===== config.mk =====
export PLATFORM = sky130hd
export DESIGN_NAME = one_wire_master_slot_timer_flat
export DESIGN_NICKNAME = d
export VERILOG_FILES = /design/src/hw/rtl/owst_pkg.sv /design/src/hw/rtl/owst_in_if.sv /design/src/hw/rtl/owst_out_if.sv /design/src/hw/rtl/one_wire_master_slot_timer.sv /design/src/hw/rtl/owst_in_stage.sv /design/src/hw/rtl/owst_slot_engine.sv /design/src/hw/rtl/owst_out_stage.sv /design/src/flat_wrapper.sv
export SDC_FILE = /design/constraint.sdc
export NUM_CORES = 1
export LEC_CHECK = 0
export BUFFER_PORTS_ARGS = -buffer_cell sky130_fd_sc_hd__clkbuf_2
export CORE_MARGIN = 5
export CORE_UTILIZATION = 55
export DETAILED_ROUTE_END_ITERATION = 10
export PLACE_DENSITY = 0.84
export SETUP_SLACK_MARGIN = 0.15
export SLEW_MARGIN = 20
export SYNTH_ARGS = -nofsm -noshare
export SYNTH_HDL_FRONTEND = slang
export SYNTH_SLANG_ARGS = --single-unit

===== constraint.sdc =====
create_clock -name clk -period 4.8 [get_ports clk]
set_clock_uncertainty 0.05 [all_clocks]
set_input_delay 0.72 -clock clk [delete_from_list [all_inputs] [get_ports clk]]
set_output_delay 0.72 -clock clk [all_outputs]
set_load 0.01 [all_outputs]

===== src/hw/rtl/owst_pkg.sv =====
// ----------------------------------------------------------------------------
// owst_pkg
// Shared types, codes and slot timing for the 1-Wire slot timer.
// ----------------------------------------------------------------------------
package owst_pkg;

    // command codes carried in func
    typedef enum logic [1:0] {
        FUNC_TICK  = 2'd0,
        FUNC_RESET = 2'd1,
        FUNC_WRITE = 2'd2,
        FUNC_READ  = 2'd3
    } func_t;

    // slot phase
    typedef enum logic [1:0] {
        PH_IDLE,
        PH_LOW,
        PH_HIGH
    } phase_t;

    // configuration register indexes
    typedef enum logic [0:0] {
        CFG_TICKS_PER_US   = 1'd0,
        CFG_PRESENCE_DELAY = 1'd1
    } cfg_index_t;

    localparam int unsigned CFG_DATA_W  = 9;
    localparam int unsigned US_COUNT_W  = 10;

    localparam logic [7:0] TICKS_PER_US_RESET   = 8'd16;
    localparam logic [8:0] PRESENCE_DELAY_RESET = 9'd15;

    // microsecond at which a read slot samples, counted from release
    localparam logic [US_COUNT_W-1:0] READ_SAMPLE_US = 10'd9;
    localparam logic [2:0]            LAST_BIT       = 3'd7;

    // one input transaction: one clock tick of bus timing
    typedef struct packed {
        logic [1:0] func;
        logic [7:0] write_value;
        logic       bus_sense;
    } in_item_t;

    // one result transaction
    typedef struct packed {
        logic       drive_low;
        logic       busy_res;
        logic       done_res;
        logic [7:0] read_value;
        logic       presence;
        logic       rejected;
    } out_item_t;

    // configuration write
    typedef struct packed {
        logic                  we;
        logic [0:0]            index;
        logic [CFG_DATA_W-1:0] data;
    } cfg_write_t;

    // length of the current slot part in microseconds
    function automatic logic [US_COUNT_W-1:0] part_length(
        input logic [1:0] op,
        input phase_t     ph,
        input logic       bit_one
    );
        logic [US_COUNT_W-1:0] len;
        begin
            if (op == FUNC_RESET)
            begin
                len = (ph == PH_LOW) ? 10'd480 : 10'd495;
            end
            else if (op == FUNC_WRITE)
            begin
                if (ph == PH_LOW)
                begin
                    len = bit_one ? 10'd6 : 10'd60;
                end
                else
                begin
                    len = bit_one ? 10'd64 : 10'd10;
                end
            end
            else
            begin
                len = (ph == PH_LOW) ? 10'd6 : 10'd64;
            end
            return len;
        end
    endfunction

endpackage


===== src/hw/rtl/owst_in_if.sv =====
// ----------------------------------------------------------------------------
// owst_in_if
// Valid/ready channel carrying one tick transaction into the slot timer.
// ----------------------------------------------------------------------------
interface owst_in_if;
    logic               valid;
    logic               ready;
    owst_pkg::in_item_t item;

    modport source (output valid, output item, input ready);
    modport sink   (input valid, input item, output ready);
endinterface


===== src/hw/rtl/owst_out_if.sv =====
// ----------------------------------------------------------------------------
// owst_out_if
// Valid/ready channel carrying one result transaction out of the slot timer.
// ----------------------------------------------------------------------------
interface owst_out_if;
    logic                valid;
    logic                ready;
    owst_pkg::out_item_t item;

    modport source (output valid, output item, input ready);
    modport sink   (input valid, input item, output ready);
endinterface


===== src/hw/rtl/one_wire_master_slot_timer.sv =====
// ----------------------------------------------------------------------------
// one_wire_master_slot_timer
// 1-Wire bus master: reset, byte write and byte read slots timed in
// microseconds through a programmable prescaler, one tick per transaction.
//
//   channel  dir  payload                                          handshake
//   cmd      in   func, write_value, bus_sense                     valid/ready
//   res      out  drive_low, busy_res, done_res, read_value,       valid/ready
//                 presence, rejected
//   cfg_*    in   cfg_index, cfg_data                              cfg_we only
//
// One tick transaction per clock while the result side keeps up; each passes the
// input register, the slot update and the result register before its result shows.
// Reset clears slot state and loads 16 ticks/us and a 15us presence sample.
// A stalled result only holds the pipe once both registers are full; the
// input side keeps taking transactions while the result register drains.
// ----------------------------------------------------------------------------
module one_wire_master_slot_timer (
    input  logic                                clk,
    input  logic                                rst_n,
    input  logic                                cfg_we,
    input  logic [0:0]                          cfg_index,
    input  logic [owst_pkg::CFG_DATA_W-1:0]     cfg_data,
    owst_in_if.sink                             cmd,
    owst_out_if.source                          res
);
    import owst_pkg::*;

    logic       item_valid;
    in_item_t   item;
    out_item_t  result;
    logic       can_load;
    logic       advance;
    cfg_write_t cfg;

    assign advance   = item_valid && can_load;
    assign cfg.we    = cfg_we;
    assign cfg.index = cfg_index;
    assign cfg.data  = cfg_data;

    // input register
    owst_in_stage u_in_stage (
        .clk        (clk),
        .rst_n      (rst_n),
        .cmd        (cmd),
        .take       (advance),
        .item_valid (item_valid),
        .item       (item)
    );

    // slot timing engine
    owst_slot_engine u_engine (
        .clk    (clk),
        .rst_n  (rst_n),
        .cfg    (cfg),
        .step   (advance),
        .item   (item),
        .result (result)
    );

    // result register
    owst_out_stage u_out_stage (
        .clk      (clk),
        .rst_n    (rst_n),
        .load     (advance),
        .item     (result),
        .can_load (can_load),
        .res      (res)
    );
endmodule


===== src/hw/rtl/owst_in_stage.sv =====
// ----------------------------------------------------------------------------
// owst_in_stage
// Input register: holds one tick transaction until the engine consumes it.
// ----------------------------------------------------------------------------
module owst_in_stage (
    input  logic               clk,
    input  logic               rst_n,
    owst_in_if.sink            cmd,
    input  logic               take,
    output logic               item_valid,
    output owst_pkg::in_item_t item
);
    import owst_pkg::*;

    logic     valid_reg;
    logic     valid_next;
    in_item_t item_reg;

    // accept while empty or while the held transaction moves on
    assign cmd.ready  = !valid_reg || take;
    assign valid_next = (cmd.valid && cmd.ready) ? 1'b1 : (take ? 1'b0 : valid_reg);

    // occupancy flag
    always_ff @(posedge clk or negedge rst_n)
    begin
        if (!rst_n)
        begin
            valid_reg <= 1'b0;
        end
        else
        begin
            valid_reg <= valid_next;
        end
    end

    // payload capture
    always_ff @(posedge clk)
    begin
        if (cmd.valid && cmd.ready)
        begin
            item_reg <= cmd.item;
        end
    end

    assign item_valid = valid_reg;
    assign item       = item_reg;
endmodule


===== src/hw/rtl/owst_slot_engine.sv =====
// ----------------------------------------------------------------------------
// owst_slot_engine
// Slot state, prescaler and configuration; one tick of bus timing per step.
// ----------------------------------------------------------------------------
module owst_slot_engine (
    input  logic                 clk,
    input  logic                 rst_n,
    input  owst_pkg::cfg_write_t cfg,
    input  logic                 step,
    input  owst_pkg::in_item_t   item,
    output owst_pkg::out_item_t  result
);
    import owst_pkg::*;

    logic [7:0]            ticks_per_us_reg;
    logic [8:0]            presence_delay_reg;

    phase_t                phase_reg,  phase_next;
    logic [1:0]            op_reg,     op_next;
    logic [7:0]            div_reg,    div_next;
    logic [US_COUNT_W-1:0] us_reg,     us_next;
    logic [2:0]            bit_reg,    bit_next;
    logic [7:0]            shift_reg,  shift_next;
    logic                  pres_reg,   pres_next;
    logic [7:0]            last_reg,   last_next;

    logic [7:0]            tpm;
    logic [8:0]            div_inc;
    logic [US_COUNT_W-1:0] us_inc;
    logic                  drive;
    logic                  done;
    logic                  rej;

    // configuration registers
    always_ff @(posedge clk or negedge rst_n)
    begin
        if (!rst_n)
        begin
            ticks_per_us_reg   <= TICKS_PER_US_RESET;
            presence_delay_reg <= PRESENCE_DELAY_RESET;
        end
        else if (cfg.we)
        begin
            unique case (cfg.index)
                CFG_TICKS_PER_US:   ticks_per_us_reg   <= cfg.data[7:0];
                CFG_PRESENCE_DELAY: presence_delay_reg <= cfg.data;
                default:            ;
            endcase
        end
    end

    assign tpm = (ticks_per_us_reg == 8'd0) ? 8'd1 : ticks_per_us_reg;

    // next state for one tick
    always_comb
    begin
        phase_next = phase_reg;
        op_next    = op_reg;
        div_next   = div_reg;
        us_next    = us_reg;
        bit_next   = bit_reg;
        shift_next = shift_reg;
        pres_next  = pres_reg;
        last_next  = last_reg;
        drive      = 1'b0;
        done       = 1'b0;
        rej        = 1'b0;
        div_inc    = '0;
        us_inc     = '0;

        // command start or rejection
        if (item.func != FUNC_TICK)
        begin
            if (phase_reg == PH_IDLE)
            begin
                op_next    = item.func;
                phase_next = PH_LOW;
                div_next   = '0;
                us_next    = '0;
                bit_next   = '0;
                shift_next = (item.func == FUNC_WRITE) ? item.write_value : 8'd0;
                if (item.func == FUNC_RESET)
                begin
                    pres_next = 1'b0;
                end
            end
            else
            begin
                rej = 1'b1;
            end
        end

        if (phase_next != PH_IDLE)
        begin
            drive = (phase_next == PH_LOW);

            // sampling on the first tick of the microsecond
            if (phase_next == PH_HIGH && div_next == 8'd0)
            begin
                if (op_next == FUNC_RESET && us_next == {1'b0, presence_delay_reg})
                begin
                    pres_next = !item.bus_sense;
                end
                else if (op_next == FUNC_READ && us_next == READ_SAMPLE_US)
                begin
                    shift_next = {item.bus_sense, shift_next[7:1]};
                end
            end

            // prescaler and microsecond counter
            div_inc = {1'b0, div_next} + 9'd1;
            if (div_inc >= {1'b0, tpm})
            begin
                div_next = '0;
                us_inc   = us_next + 10'd1;
                if (us_inc >= part_length(op_next, phase_next, shift_next[0]))
                begin
                    us_next = '0;
                    if (phase_next == PH_LOW)
                    begin
                        phase_next = PH_HIGH;
                    end
                    else if (op_next == FUNC_RESET)
                    begin
                        phase_next = PH_IDLE;
                        done       = 1'b1;
                    end
                    else
                    begin
                        if (op_next == FUNC_WRITE)
                        begin
                            shift_next = {1'b0, shift_next[7:1]};
                        end
                        if (bit_next >= LAST_BIT)
                        begin
                            if (op_next == FUNC_READ)
                            begin
                                last_next = shift_next;
                            end
                            bit_next   = '0;
                            phase_next = PH_IDLE;
                            done       = 1'b1;
                        end
                        else
                        begin
                            bit_next   = bit_next + 3'd1;
                            phase_next = PH_LOW;
                        end
                    end
                end
                else
                begin
                    us_next = us_inc;
                end
            end
            else
            begin
                div_next = div_inc[7:0];
            end
        end
    end

    // slot state registers, advanced once per consumed tick
    always_ff @(posedge clk or negedge rst_n)
    begin
        if (!rst_n)
        begin
            phase_reg <= PH_IDLE;
            op_reg    <= '0;
            div_reg   <= '0;
            us_reg    <= '0;
            bit_reg   <= '0;
            shift_reg <= '0;
            pres_reg  <= 1'b0;
            last_reg  <= '0;
        end
        else if (step)
        begin
            phase_reg <= phase_next;
            op_reg    <= op_next;
            div_reg   <= div_next;
            us_reg    <= us_next;
            bit_reg   <= bit_next;
            shift_reg <= shift_next;
            pres_reg  <= pres_next;
            last_reg  <= last_next;
        end
    end

    // result of this tick
    always_comb
    begin
        result.drive_low  = drive;
        result.busy_res   = (phase_next != PH_IDLE);
        result.done_res   = done;
        result.read_value = last_next;
        result.presence   = pres_next;
        result.rejected   = rej;
    end
endmodule


===== src/hw/rtl/owst_out_stage.sv =====
// ----------------------------------------------------------------------------
// owst_out_stage
// Result register: holds one result transaction until the sink takes it.
// ----------------------------------------------------------------------------
module owst_out_stage (
    input  logic                clk,
    input  logic                rst_n,
    input  logic                load,
    input  owst_pkg::out_item_t item,
    output logic                can_load,
    owst_out_if.source          res
);
    import owst_pkg::*;

    logic      valid_reg;
    logic      valid_next;
    out_item_t item_reg;

    // free when empty or when the held result leaves this cycle
    assign can_load   = !valid_reg || res.ready;
    assign valid_next = load ? 1'b1 : (res.ready ? 1'b0 : valid_reg);

    // occupancy flag
    always_ff @(posedge clk or negedge rst_n)
    begin
        if (!rst_n)
        begin
            valid_reg <= 1'b0;
        end
        else
        begin
            valid_reg <= valid_next;
        end
    end

    // payload capture
    always_ff @(posedge clk)
    begin
        if (load)
        begin
            item_reg <= item;
        end
    end

    assign res.valid = valid_reg;
    assign res.item  = item_reg;
endmodule


===== src/flat_wrapper.sv =====
// flat-port wrapper written by rule: the top's interface ports become plain ports
module one_wire_master_slot_timer_flat import owst_pkg::*;
  (clk, rst_n, cfg_we, cfg_index, cfg_data, cmd_valid, cmd_item, cmd_ready, res_valid, res_item, res_ready);
  owst_in_if cmd_i ();
  owst_out_if res_i ();
  input  logic clk;
  input  logic rst_n;
  input  logic cfg_we;
  input  logic [0:0] cfg_index;
  input  logic [owst_pkg::CFG_DATA_W-1:0] cfg_data;
  input wire logic [$bits(cmd_i.valid)-1:0] cmd_valid;
  input wire logic [$bits(cmd_i.item)-1:0] cmd_item;
  output wire logic [$bits(cmd_i.ready)-1:0] cmd_ready;
  output wire logic [$bits(res_i.valid)-1:0] res_valid;
  output wire logic [$bits(res_i.item)-1:0] res_item;
  input wire logic [$bits(res_i.ready)-1:0] res_ready;
  assign cmd_i.valid = cmd_valid;
  assign cmd_i.item = cmd_item;
  assign cmd_ready = cmd_i.ready;
  assign res_valid = res_i.valid;
  assign res_item = res_i.item;
  assign res_i.ready = res_ready;
  one_wire_master_slot_timer u_core (.clk(clk), .rst_n(rst_n), .cfg_we(cfg_we), .cfg_index(cfg_index), .cfg_data(cfg_data), .cmd(cmd_i), .res(res_i));
endmodule

==> results of run 1 <==
worst max-delay path: stages, from the launching register on:
cell                       delay (ps)
sky130_fd_sc_hd__dfrtp_1          510
sky130_fd_sc_hd__nor2_2           210
sky130_fd_sc_hd__nand2_4          190
sky130_fd_sc_hd__nand2_1          140
sky130_fd_sc_hd__ha_1             170
sky130_fd_sc_hd__nand4_1          140
sky130_fd_sc_hd__a211o_1          350
sky130_fd_sc_hd__mux2_4           340
sky130_fd_sc_hd__ha_1             270
sky130_fd_sc_hd__nor2_1            90
sky130_fd_sc_hd__o22ai_1          110
sky130_fd_sc_hd__ha_1             290
sky130_fd_sc_hd__a31oi_1          120
sky130_fd_sc_hd__o311ai_1         390
sky130_fd_sc_hd__buf_4            210
sky130_fd_sc_hd__nor2_1           100
sky130_fd_sc_hd__nor4_2           480
sky130_fd_sc_hd__mux2_2           230
cells in the final DEF (no fill, tap or decap), types with 7 or more instances in the layout:
master and n:
sky130_fd_sc_hd__mux2i_1 8, sky130_fd_sc_hd__o21ai_0 27, sky130_fd_sc_hd__nor2_1 28, sky130_fd_sc_hd__buf_4 15, sky130_fd_sc_hd__a21oi_1 29, sky130_fd_sc_hd__dfrtp_1 56
sky130_fd_sc_hd__nand4_1 7, sky130_fd_sc_hd__a22o_1 13, sky130_fd_sc_hd__o21ai_1 9, sky130_fd_sc_hd__a22oi_1 9, sky130_fd_sc_hd__ha_1 27, sky130_fd_sc_hd__clkbuf_8 10
sky130_fd_sc_hd__xnor2_1 8, sky130_fd_sc_hd__nand2_1 40, sky130_fd_sc_hd__mux2_1 16, sky130_fd_sc_hd__inv_1 22, sky130_fd_sc_hd__edfxtp_1 24, sky130_fd_sc_hd__clkbuf_2 40
sky130_fd_sc_hd__nand3_1 11, sky130_fd_sc_hd__mux2_2 13, sky130_fd_sc_hd__a21o_1 10
layer usage:
metal / up-vias / track usage [%]
met5: - / 0
met4: 0 / 5.84
met3: 23 / 4.52
met2: 195 / 36.4
met1: 2055 / 32.2
li1: 2000 / -
worst paths after layout:
kind | depth (start not counted) | slack, ps | endpoint
setup / recovery | 17 | 350 | u_core.u_engine.bit_reg[0]
min in group asynchronous | 2 | 460 | u_core.u_engine.ticks_per_us_reg[6]
max in group asynchronous | 2 | 3690 | u_core.u_engine.shift_reg[2]
hold / removal | 1 | 440 | u_core.u_engine.last_reg[0]
setup reg to reg | 17 | 350 | u_core.u_engine.bit_reg[0]
hold reg to reg | 1 | 440 | u_core.u_engine.last_reg[0]
power by group:
part	internal (mW)	switching [mW]
Sequential	0.874	0.137
Clock	0.209	0.277
Combinational	0.471	0.727
Total	1.55	1.14
metrics by stage:
stage / hold slack (ps) / util [%] / worst slack [ps]
finish: 438 / 62.5 / 345
detailed placement: 419 / 60.3 / 252
floorplan: 374 / - / 157
CTS: 439 / 62.3 / 202
global placement: 410 / 60.3 / 407
global route: 464 / 62.5 / 139
cell usage after synthesis (all sizes together) (8+ instances only):
| master | instances |
|---|---|
| a21oi | 29 |
| a22o | 13 |
| clkbuf | 11 |
| edfxtp | 24 |
| nand3 | 13 |
| buf | 14 |
| ha | 27 |
| a211oi | 8 |
| o21ai | 37 |
| xnor2 | 8 |
| dfrtp | 56 |
| nor2 | 30 |
| inv | 23 |
| a21o | 10 |
| mux2 | 30 |
| mux2i | 8 |
| nand2 | 41 |
| a22oi | 9 |
what timing repair did:
item,CTS,global route
endpoints found under the setup margin,0,20
resized for setup,0,4
setup buffers,0,1
cell type report:
class                      count  area (um2)  area share [%]
multi-input combinational    377        2770            48.0
clock buffer                  11         141            2.45
sequential                    85        2250            39.0
inverter                      24        90.1            1.56
clock inverter                 5        42.5           0.737
timing repair buffer          55         313            5.42
tap                          129         161            2.80
cell families after synthesis:
logic type	after synthesis	synth area share [%]
fa+ha+maj	27	6.51
compound gates	157	21.3
mux	38	8.05
buf+inv	49	4.08
flops	85	43.4
xor+xnor	12	2.03
simple gates	143	14.6
==> impl_metrics.prom, run 1 <==
# TYPE chip_impl_metric gauge
chip_impl_metric{name="clock_sink_count",unit=""} 85
chip_impl_metric{name="flow.area_growth_from_synthesis",unit="%"} 11.2
chip_impl_metric{name="met3WireLength",unit="um"} 956
chip_impl_metric{name="max_freq",unit="MHz"} 224
chip_impl_metric{name="number_of_rows_created_at_floorplan",unit=""} 35
chip_impl_metric{name="filler_cell_count",unit=""} 757
chip_impl_metric{name="synth_sequential_area_ratio",unit="%"} 43.4
chip_impl_info{name="route.top_layer_used",value="met4"} 1
chip_impl_metric{name="antenna_found_initial",unit=""} 0
chip_impl_metric{name="met2WireLength",unit="um"} 5920
chip_impl_metric{name="leakage",unit="nW"} 2.56
chip_impl_metric{name="final_net_count",unit=""} 605
chip_impl_metric{name="grt_start_max_net_pins",unit=""} 62
chip_impl_metric{name="io_buffers",unit=""} 40
chip_impl_metric{name="chipHeight",unit="um"} 107
chip_impl_metric{name="cell_area_synth",unit="um2"} 5190
chip_impl_info{name="setup.worst_path.end_class",value="flip-flop"} 1
chip_impl_metric{name="total_setup_violations_reported_at_the_end_of_the_flow",unit=""} 0
chip_impl_metric{name="routed_via_density",unit=""} 6.23
chip_impl_metric{name="ir_drop_worst_vdd",unit="V"} 0.000223
chip_impl_info{name="status",value="complete, no violations"} 1
chip_impl_metric{name="drive_gt1_share",unit="%"} 20.3
chip_impl_metric{name="synth-async-reset-ratio",unit="%"} 71.8
chip_impl_metric{name="synth.distinct_cells",unit=""} 72
chip_impl_metric{name="worst_slew_pin_slew",unit="ps"} 812
chip_impl_metric{name="first_pass_grt_wire_length",unit="um"} 20800
chip_impl_metric{name="setup_tns",unit="ps"} 0
chip_impl_metric{name="antenna_left",unit=""} 0
chip_impl_metric{name="postSynthRegisterBits",unit=""} 85
chip_impl_metric{name="core_area",unit="um2"} 9240
chip_impl_metric{name="cp_data_arrival_time",unit="ps"} 4700
chip_impl_metric{name="final_min_period_over_clock_period",unit="%"} 92.8
chip_impl_metric{name="postRouteWirelength",unit="um"} 12600
chip_impl_metric{name="insertion_delay",unit="ps"} 360
chip_impl_metric{name="total_power",unit="mW"} 2.69
chip_impl_metric{name="layout_min_cycle_time",unit="ps"} 4450
chip_impl_metric{name="synthDominantCellAreaShare",unit="%"} 27.0
chip_impl_metric{name="yosys_warnings",unit=""} 0
chip_impl_metric{name="syn_avg_cell_area",unit="um2"} 10.2
chip_impl_metric{name="required",unit="ps"} 5050
chip_impl_info{name="r2r-start",value="u_core.u_engine.phase_reg[0]"} 1
chip_impl_info{name="timing.critical_path.from_type",value="flip-flop"} 1
chip_impl_metric{name="dp.cells",unit=""} 669
chip_impl_metric{name="grt_usage",unit="%"} 22.9
chip_impl_metric{name="initial_utilization",unit="%"} 56.2
chip_impl_info{name="timing.setup.critical_path_class",value="flip-flop to flip-flop"} 1
chip_impl_info{name="cts_tree",value="done"} 1
chip_impl_info{name="ys_dominant_reg_cell",value="sky130_fd_sc_hd__dfrtp_1"} 1
chip_impl_metric{name="detail_route.iter0.violations",unit=""} 325
chip_impl_metric{name="postSynthCellCount",unit=""} 511
chip_impl_metric{name="cap_viol_max_count",unit=""} 0
chip_impl_metric{name="detailed_place.area",unit="um2"} 5570
chip_impl_metric{name="drcViolationCount",unit=""} 0
chip_impl_metric{name="antenna_cells_inserted",unit=""} 0
chip_impl_metric{name="cts_hold_repair.buffers",unit=""} 0
chip_impl_metric{name="finalInstanceArea",unit="um2"} 5770
chip_impl_metric{name="cts-root-to-sink-buffers",unit=""} 2
chip_impl_metric{name="overflow",unit=""} 0
chip_impl_info{name="synth.top_cells.by_area",value="sky130_fd_sc_hd__dfrtp_1, sky130_fd_sc_hd__edfxtp_1, sky130_fd_sc_hd__ha_1, sky130_fd_sc_hd__mux2_1, sky130_fd_sc_hd__mux2_2"} 1
chip_impl_metric{name="post-dp-hpwl",unit="um"} 9090
chip_impl_metric{name="path_max_fanout",unit=""} 22
chip_impl_metric{name="grt_pass1_vias",unit=""} 4092
chip_impl_metric{name="slew_limit_fails",unit=""} 0
chip_impl_metric{name="finalWeightedCongestion",unit=""} 0.936
chip_impl_info{name="worstHoldStart",value="u_core.u_engine.last_reg[0]"} 1
chip_impl_metric{name="design.portCount",unit=""} 41
chip_impl_metric{name="max-slew-margin-rel",unit="%"} 45.9
chip_impl_metric{name="power.density_cell_area",unit="nW/um2"} 467
chip_impl_metric{name="floorplan.die.width",unit="um"} 107
chip_impl_info{name="cts_root_buf",value="sky130_fd_sc_hd__clkbuf_8"} 1
chip_impl_metric{name="h-tree-depth",unit=""} 3
chip_impl_metric{name="hold_viol",unit=""} 0
chip_impl_metric{name="path_clk_slew",unit="ps"} 90
chip_impl_metric{name="synth-edff-count",unit=""} 24
chip_impl_metric{name="nets_in_the_synthesized_netlist",unit=""} 564
chip_impl_metric{name="wl_met1",unit="um"} 5490
chip_impl_metric{name="die_area",unit="um2"} 11500
chip_impl_info{name="synth_top_cell_by_area",value="sky130_fd_sc_hd__dfrtp_1"} 1
chip_impl_info{name="critPathLaunch",value="u_core.u_engine.phase_reg[0]"} 1
chip_impl_metric{name="stdcell_count",unit=""} 686
chip_impl_metric{name="dr_total_vias",unit=""} 4273
chip_impl_info{name="grt_setup_unrepaired",value="true"} 1
chip_impl_info{name="worstHoldPathType",value="flip-flop to flip-flop"} 1
chip_impl_metric{name="cts_buffers",unit=""} 9
chip_impl_metric{name="largest_reg_flops",unit=""} 13
chip_impl_metric{name="routed_wire_per_std_cell",unit="um"} 18.4
chip_impl_metric{name="drt-pass1-iter-count",unit=""} 5
(Power assumes the default switching activity.)
==> run 2: changes to the inputs <==
--- a/config.mk
+++ b/config.mk
@@ -7,9 +7,9 @@
 export LEC_CHECK = 0
 export BUFFER_PORTS_ARGS = -buffer_cell sky130_fd_sc_hd__clkbuf_2
 export CORE_MARGIN = 5
-export CORE_UTILIZATION = 55
+export CORE_UTILIZATION = 30
 export DETAILED_ROUTE_END_ITERATION = 10
-export PLACE_DENSITY = 0.84
+export PLACE_DENSITY = 0.54
 export SETUP_SLACK_MARGIN = 0.15
 export SLEW_MARGIN = 20
 export SYNTH_ARGS = -nofsm -noshare
==> run 2 against run 1 <==
Against the previous run:
- first-iteration DRC count fell by 13%
- worst hold slack got worse by 46 ps
- non-clock buffer count rose by 3
- cell count rose by 14%
- sequential share of layout area fell by 1.5 points
- global-route usage fell by 8.7 points
- maximum frequency rose by 1.7%
- die area rose by 74%
- final area rose by 4.1%
- total power rose by 7.3%
- critical path depth fell by 2
- utilization fell by 27 points
- critical endpoint is now u_core.u_engine.last_reg[1]
==> impl_metrics.prom, run 2 (same netlist as run 1, synthesis figures left out) <==
# TYPE chip_impl_metric gauge
chip_impl_info{name="grt_setup_unrepaired",value="false"} 1
chip_impl_metric{name="floorplan.die.width",unit="um"} 142
chip_impl_metric{name="net-switching-power",unit="mW"} 1.17
chip_impl_metric{name="power.density_cell_area",unit="nW/um2"} 481
chip_impl_metric{name="dr_total_vias",unit=""} 4196
chip_impl_info{name="cts_root_buf",value="sky130_fd_sc_hd__clkbuf_16"} 1
chip_impl_metric{name="grt_start_max_net_pins",unit=""} 33
chip_impl_metric{name="routed_via_density",unit=""} 5.35
chip_impl_metric{name="h-tree-depth",unit=""} 3
chip_impl_metric{name="final_min_period_over_clock_period",unit="%"} 91.2
chip_impl_metric{name="design.portCount",unit=""} 41
chip_impl_metric{name="switching_share",unit="%"} 40.6
chip_impl_metric{name="filler_cell_count",unit=""} 1722
chip_impl_metric{name="path_max_fanout",unit=""} 8
chip_impl_metric{name="number_of_rows_created_at_floorplan",unit=""} 48
chip_impl_metric{name="leakage",unit="nW"} 2.61
chip_impl_metric{name="antenna_cells_inserted",unit=""} 0
chip_impl_info{name="status",value="complete, no violations"} 1
chip_impl_metric{name="p_int",unit="mW"} 1.72
chip_impl_metric{name="grt_pass1_vias",unit=""} 4351
chip_impl_metric{name="cap_viol_max_count",unit=""} 0
chip_impl_metric{name="stdcell_count",unit=""} 785
chip_impl_info{name="setup.worst_path.end_class",value="flip-flop"} 1
chip_impl_metric{name="finalWeightedCongestion",unit=""} 0.907
chip_impl_info{name="timing.setup.critical_path_class",value="flip-flop to flip-flop"} 1
chip_impl_metric{name="dp.cells",unit=""} 769
chip_impl_metric{name="antenna_found_initial",unit=""} 0
chip_impl_metric{name="core_area",unit="um2"} 17100
chip_impl_metric{name="cts_hold_repair.buffers",unit=""} 0
chip_impl_metric{name="antenna_left",unit=""} 0
chip_impl_metric{name="routed_wire_per_std_cell",unit="um"} 17.7
chip_impl_metric{name="total_setup_violations_reported_at_the_end_of_the_flow",unit=""} 0
chip_impl_metric{name="max-slew-margin-rel",unit="%"} 44.8
chip_impl_metric{name="combPwrFrac",unit="%"} 42.7
chip_impl_metric{name="total_power",unit="mW"} 2.89
chip_impl_metric{name="io_buffers",unit=""} 40
chip_impl_metric{name="drive_gt1_share",unit="%"} 20.5
chip_impl_metric{name="grt_usage",unit="%"} 14.2
chip_impl_metric{name="power.share.sequential",unit="%"} 34.4
chip_impl_metric{name="path_clk_slew",unit="ps"} 70
chip_impl_metric{name="die_area",unit="um2"} 20000
chip_impl_metric{name="post-dp-hpwl",unit="um"} 10300
chip_impl_metric{name="whs",unit="ps"} 392
chip_impl_metric{name="largest_reg_flops",unit=""} 13
chip_impl_info{name="cts_tree",value="done"} 1
chip_impl_metric{name="cts_buffers",unit=""} 9
chip_impl_metric{name="final_net_count",unit=""} 608
chip_impl_metric{name="worst_slew_pin_slew",unit="ps"} 826
chip_impl_metric{name="required",unit="ps"} 4970
chip_impl_metric{name="clock_sink_count",unit=""} 85
chip_impl_metric{name="initial_utilization",unit="%"} 30.3
chip_impl_metric{name="drt-pass1-iter-count",unit=""} 4
chip_impl_metric{name="detail_route.iter0.violations",unit=""} 284
chip_impl_metric{name="first_pass_grt_wire_length",unit="um"} 22700
chip_impl_metric{name="insertion_delay",unit="ps"} 340
chip_impl_metric{name="placement.setup.worst_slack",unit="ps"} 342
chip_impl_metric{name="ir_drop_worst_vdd",unit="V"} 0.000232
chip_impl_metric{name="postRouteWirelength",unit="um"} 13900
chip_impl_metric{name="chipHeight",unit="um"} 142
chip_impl_metric{name="flow.area_growth_from_synthesis",unit="%"} 15.8
chip_impl_metric{name="clkPwrFrac",unit="%"} 22.9
chip_impl_metric{name="cts-root-to-sink-buffers",unit=""} 2
chip_impl_metric{name="max_freq",unit="MHz"} 228
chip_impl_metric{name="setup_tns",unit="ps"} 0
chip_impl_info{name="worstHoldPathType",value="input port to async pin"} 1
chip_impl_metric{name="overflow",unit=""} 0
chip_impl_info{name="mostFrequentLayoutCell",value="sky130_fd_sc_hd__dfrtp_1"} 1
chip_impl_metric{name="cp_data_arrival_time",unit="ps"} 4550
chip_impl_metric{name="layout_min_cycle_time",unit="ps"} 4380
chip_impl_metric{name="worst_slack",unit="ps"} 421
chip_impl_metric{name="drcViolationCount",unit=""} 0
chip_impl_info{name="layout_common_cells",value="sky130_fd_sc_hd__dfrtp_1, sky130_fd_sc_hd__nand2_1, sky130_fd_sc_hd__clkbuf_2"} 1
chip_impl_metric{name="hold_viol",unit=""} 0
chip_impl_info{name="timing.critical_path.from_type",value="flip-flop"} 1
chip_impl_metric{name="slew_limit_fails",unit=""} 0
## run 2: cell types whose count changed in the layout (fill, tap and decap cells not counted), sizes merged
cell | before | now
buf | 15 | 18
clkbuf | 51 | 50
clkinv | 2 | 3
clkinvlp | 1 | 3
inv | 26 | 24
## run 2: area by class of cell
| cell class | count | area [um2] | share of cell area (%) |
|---|---|---|---|
| inverter | 24 | 90.1 | 1.50 |
| clock inverter | 6 | 47.5 | 0.791 |
| clock buffer | 10 | 229 | 3.81 |
| multi-input combinational | 377 | 2770 | 46.1 |
| timing repair buffer | 58 | 335 | 5.58 |
| sequential | 85 | 2250 | 37.5 |
| tap | 225 | 282 | 4.68 |
## run 2: final timing paths
| check | startpoint | to | slack [ps] | depth (start not counted) |
|---|---|---|---|---|
| min in group clk | u_core.u_engine.last_reg[6] | u_core.u_engine.last_reg[6] | 430 | 1 |
| max in group asynchronous | rst_n | u_core.u_engine.last_reg[2] | 3340 | 2 |
| worst min-delay path | rst_n | u_core.u_engine.ticks_per_us_reg[6] | 390 | 1 |
| worst max register to register | u_core.u_engine.us_reg[7] | u_core.u_engine.last_reg[1] | 420 | 15 |
| worst min register to register | u_core.u_engine.last_reg[6] | u_core.u_engine.last_reg[6] | 430 | 1 |
| worst max-delay path | u_core.u_engine.us_reg[7] | u_core.u_engine.last_reg[1] | 420 | 15 |
## run 2: power by group through the flow
stage	logic (mW)	registers, mW	clock network, mW
after global placement	1.18	1.00	0
after floorplan	0.892	0.969	0
after CTS	1.23	0.992	0.671
after detailed placement	1.22	1.00	0
after global routing	1.38	1.01	0.702
final	1.23	0.995	0.661
## run 2: stage by stage
stage	instance area [um2]	utilization (%)
after global placement	5720	33.4
after global routing	6010	35.1
after CTS	6000	35.0
after detailed placement	5720	33.4
final	6010	35.1
after floorplan	5260	-
## run 2: worst max-delay path, cell delays in order (launching register included)
cell and delay, ps:
sky130_fd_sc_hd__dfrtp_1 460, sky130_fd_sc_hd__nor4_1 540, sky130_fd_sc_hd__nand4_1 220, sky130_fd_sc_hd__a211o_1 320, sky130_fd_sc_hd__mux2_4 340, sky130_fd_sc_hd__inv_1 60, sky130_fd_sc_hd__ha_1 130, sky130_fd_sc_hd__nor2_1 40
sky130_fd_sc_hd__a21oi_1 120, sky130_fd_sc_hd__nor2_1 70, sky130_fd_sc_hd__ha_1 290, sky130_fd_sc_hd__nand3_2 90, sky130_fd_sc_hd__o311a_4 420, sky130_fd_sc_hd__a211oi_4 300, sky130_fd_sc_hd__and3_1 460, sky130_fd_sc_hd__mux2_1 370
## run 2: per-layer routing
metal	global-route usage (%)	share of wire, %	up-vias
met5	0	0	-
met4	4.85	2.1	0
met3	2.33	4.3	23
met2	23.7	48	109
met1	18.7	46	2066
li1	-	-	1998
## run 2: what timing repair did
item / in CTS / in global routing
setup buffers: 0 / 0
resized for setup: 0 / 3
endpoints found under the setup margin: 0 / 11
hold endpoints to repair: 0 / 0
==> run 3: changes to the inputs <==
==> constraint.sdc (replaced) <==
create_clock -name clk -period 4.8 [get_ports clk]
set_clock_uncertainty 0.05 [all_clocks]
set_input_delay 0 -clock clk [delete_from_list [all_inputs] [get_ports clk]]
set_output_delay 0 -clock clk [all_outputs]
set_load 0.01 [all_outputs]
==> run 3 against run 2 <==
Against the previous run:
- maximum frequency about the same
- utilization is 1.4 points higher
- highest routed layer unchanged
- critical endpoint is now u_core.u_engine.last_reg[7]
- clock power down 3.9%
- global-route usage is 0.33 points higher
- largest power group unchanged
- sequential share of layout area decreased by 1.4 points
==> impl_metrics.prom, run 3 (same netlist as run 1, synthesis figures left out) <==
# TYPE chip_impl_metric gauge
chip_impl_info{name="status",value="complete, no violations"} 1
chip_impl_metric{name="overflow",unit=""} 0
chip_impl_metric{name="grt_pass1_vias",unit=""} 4420
chip_impl_info{name="worstHoldStart",value="cfg_index"} 1
chip_impl_metric{name="floorplan.die.width",unit="um"} 142
chip_impl_metric{name="total_setup_violations_reported_at_the_end_of_the_flow",unit=""} 0
chip_impl_metric{name="drt-pass1-iter-count",unit=""} 5
chip_impl_metric{name="clkPwrFrac",unit="%"} 22.0
chip_impl_metric{name="cts-root-to-sink-buffers",unit=""} 2
chip_impl_metric{name="finalWeightedCongestion",unit=""} 0.907
chip_impl_metric{name="cts_buffers",unit=""} 9
chip_impl_metric{name="routed_wire_per_std_cell",unit="um"} 17.5
chip_impl_metric{name="die_area",unit="um2"} 20000
chip_impl_metric{name="power.share.sequential",unit="%"} 34.7
chip_impl_metric{name="io_buffers",unit=""} 40
chip_impl_metric{name="h-tree-depth",unit=""} 3
chip_impl_info{name="worstHoldPathType",value="input port to flip-flop"} 1
chip_impl_info{name="layout_common_cells",value="sky130_fd_sc_hd__dfrtp_1, sky130_fd_sc_hd__nand2_1, sky130_fd_sc_hd__clkbuf_2"} 1
chip_impl_metric{name="worst_slack",unit="ps"} 419
chip_impl_metric{name="drive_gt1_share",unit="%"} 19.5
chip_impl_metric{name="postRouteWirelength",unit="um"} 14200
chip_impl_metric{name="hold_viol",unit=""} 0
chip_impl_metric{name="cp_data_arrival_time",unit="ps"} 4560
chip_impl_info{name="worst_path_most_repeated_cell",value="sky130_fd_sc_hd__ha_1"} 1
chip_impl_metric{name="combPwrFrac",unit="%"} 43.3
chip_impl_metric{name="total_power",unit="mW"} 2.88
chip_impl_metric{name="switching_share",unit="%"} 40.3
chip_impl_metric{name="post-dp-hpwl",unit="um"} 10200
chip_impl_metric{name="largest_reg_flops",unit=""} 13
chip_impl_metric{name="antenna_found_initial",unit=""} 0
chip_impl_metric{name="core_area",unit="um2"} 17100
chip_impl_metric{name="p_int",unit="mW"} 1.72
chip_impl_info{name="grt_setup_unrepaired",value="false"} 1
chip_impl_metric{name="path_max_fanout",unit=""} 8
chip_impl_metric{name="clock_sink_count",unit=""} 85
chip_impl_metric{name="final_net_count",unit=""} 632
chip_impl_metric{name="initial_utilization",unit="%"} 30.3
chip_impl_metric{name="design.portCount",unit=""} 41
chip_impl_metric{name="timing.reg2reg.worst_path_depth",unit=""} 13
chip_impl_metric{name="layout_min_cycle_time",unit="ps"} 4380
chip_impl_metric{name="net-switching-power",unit="mW"} 1.16
chip_impl_info{name="timing.setup.critical_path_class",value="flip-flop to flip-flop"} 1
chip_impl_info{name="cts_tree",value="done"} 1
chip_impl_info{name="worst_path_dominant_cell_family",value="simple AND/OR/NAND/NOR gates"} 1
chip_impl_metric{name="placement.setup.worst_slack",unit="ps"} 346
chip_impl_metric{name="slowest_delay",unit="ps"} 540
chip_impl_metric{name="path_clk_slew",unit="ps"} 60
chip_impl_metric{name="grt_usage",unit="%"} 14.5
chip_impl_info{name="mostFrequentLayoutCell",value="sky130_fd_sc_hd__dfrtp_1"} 1
chip_impl_metric{name="antenna_left",unit=""} 0
chip_impl_metric{name="max_freq",unit="MHz"} 228
chip_impl_info{name="critical_path.cell_chain",value="nor4_1 -> nand4_1 -> a211o_1 -> mux2_4 -> ha_1 -> nor2_1 -> o22ai_1 -> ha_1 -> a31oi_1 -> o311a_4 -> a211oi_4 -> and3_1 -> mux2_1"} 1
chip_impl_info{name="crit_slowest_cell",value="sky130_fd_sc_hd__nor4_1"} 1
chip_impl_metric{name="antenna_cells_inserted",unit=""} 0
chip_impl_metric{name="finalCoreUtilization",unit="%"} 36.5
chip_impl_metric{name="flow.area_growth_from_synthesis",unit="%"} 20.3
chip_impl_info{name="setup.worst_path.end_class",value="flip-flop"} 1
chip_impl_metric{name="worst_slew_pin_slew",unit="ps"} 846
chip_impl_metric{name="final_min_period_over_clock_period",unit="%"} 91.3
chip_impl_metric{name="chipHeight",unit="um"} 142
chip_impl_metric{name="power.density_cell_area",unit="nW/um2"} 462
chip_impl_metric{name="drcViolationCount",unit=""} 0
chip_impl_info{name="r2r-start",value="u_core.u_engine.us_reg[7]"} 1
chip_impl_info{name="rr_endpoint",value="u_core.u_engine.last_reg[7]"} 1
chip_impl_metric{name="slew_limit_fails",unit=""} 0
chip_impl_metric{name="grt_start_max_net_pins",unit=""} 62
chip_impl_metric{name="cap_viol_max_count",unit=""} 0
chip_impl_metric{name="ff2ff_setup_slack",unit="ps"} 420
chip_impl_metric{name="insertion_delay",unit="ps"} 350
chip_impl_metric{name="setup_tns",unit="ps"} 0
chip_impl_info{name="cts_root_buf",value="sky130_fd_sc_hd__clkbuf_16"} 1
chip_impl_metric{name="hold_depth",unit=""} 4
chip_impl_metric{name="critPathBufInv",unit=""} 0
chip_impl_metric{name="ir_drop_worst_vdd",unit="V"} 0.000224
chip_impl_metric{name="cts_setup_buffers",unit=""} 0
chip_impl_metric{name="routed_via_density",unit=""} 5.32
chip_impl_metric{name="dr_total_vias",unit=""} 4301
chip_impl_info{name="worst_hold_path.endpoint",value="u_core.u_engine.ticks_per_us_reg[4]"} 1
chip_impl_info{name="timing.critical_path.from_type",value="flip-flop"} 1
chip_impl_metric{name="leakage",unit="nW"} 2.71
chip_impl_metric{name="required",unit="ps"} 4980
chip_impl_metric{name="number_of_rows_created_at_floorplan",unit=""} 48
chip_impl_metric{name="max-slew-margin-rel",unit="%"} 43.6
chip_impl_metric{name="detail_route.iter0.violations",unit=""} 314
chip_impl_metric{name="first_pass_grt_wire_length",unit="um"} 23000
## run 3: cell types whose count changed in the layout (fill, tap and decap cells not counted), sizes merged
| cell | before | now |
|---|---|---|
| clkbuf | 50 | 49 |
| clkinv | 3 | 7 |
| clkinvlp | 3 | 1 |
| dlygate4sd3 | 0 | 24 |
| inv | 24 | 23 |
## run 3: power groups by stage
stage	clock [mW]	sequential, mW	combinational [mW]
3_3_place_gp	0	1.00	1.18
4_1_cts	0.653	0.994	1.23
6_report	0.635	0.999	1.25
2_1_floorplan	0	0.969	0.892
5_1_grt	0.684	1.01	1.39
3_5_place_dp	0	1.01	1.21
## run 3: final cells by class
cell class / count / area [um2]
fillers: 1685 / 10900
multi-input cells: 377 / 2770
flip-flops and latches: 85 / 2250
repair buffers: 82 / 576
well taps: 225 / 282
clock buffers: 9 / 225
inverters: 24 / 90.1
clock inverters: 7 / 42.5
## run 3: tightest hold or removal path: stages
cell,delay (ps)
sky130_fd_sc_hd__clkbuf_2,90
sky130_fd_sc_hd__nor2b_1,160
sky130_fd_sc_hd__nand2_1,120
sky130_fd_sc_hd__o21ai_0,70
## run 3: worst max path at each step
stage | start | to | depth (start not counted)
6_report | u_core.u_engine.us_reg[7] | u_core.u_engine.last_reg[7] | 13
5_1_grt | u_core.u_in_stage.item[10] | u_core.u_engine.last_reg[1] | 18
4_1_cts | u_core.u_engine.us_reg[7] | u_core.u_out_stage.res.item[5] | 13
3_5_place_dp | u_core.u_engine.us_reg[7] | u_core.u_out_stage.res.item[5] | 13
3_3_place_gp | u_core.u_engine.us_reg[7] | u_core.u_out_stage.res.item[7] | 15
2_1_floorplan | u_core.u_in_stage.item[10] | u_core.u_out_stage.res.item[7] | 22
## run 3: routing by layer
| layer | routed length, um | GRT usage (%) | part of all wire [%] |
|---|---|---|---|
| met4 | 239 | 5.51 | 1.7 |
| met2 | 7030 | 24.3 | 50 |
| met5 | 0 | 0 | 0 |
| met1 | 6180 | 18.7 | 44 |
| met3 | 707 | 2.63 | 5.0 |
## run 3: per-stage QoR
| stage | cell area (um2) | instances | hold slack [ps] |
|---|---|---|---|
| after floorplan | 5260 | 511 | -346 |
| after global placement | 5720 | 769 | 129 |
| after detailed placement | 5720 | 769 | 129 |
| after CTS | 6230 | 809 | 58.8 |
| after global routing | 6240 | 809 | 122 |
| final | 6240 | 809 | 62.4 |
## run 3: what timing repair did
action	CTS	global route
hold buffers	24	0
endpoints found under the hold margin	86	0
gates resized for setup	0	3
endpoints found under the setup margin	0	11
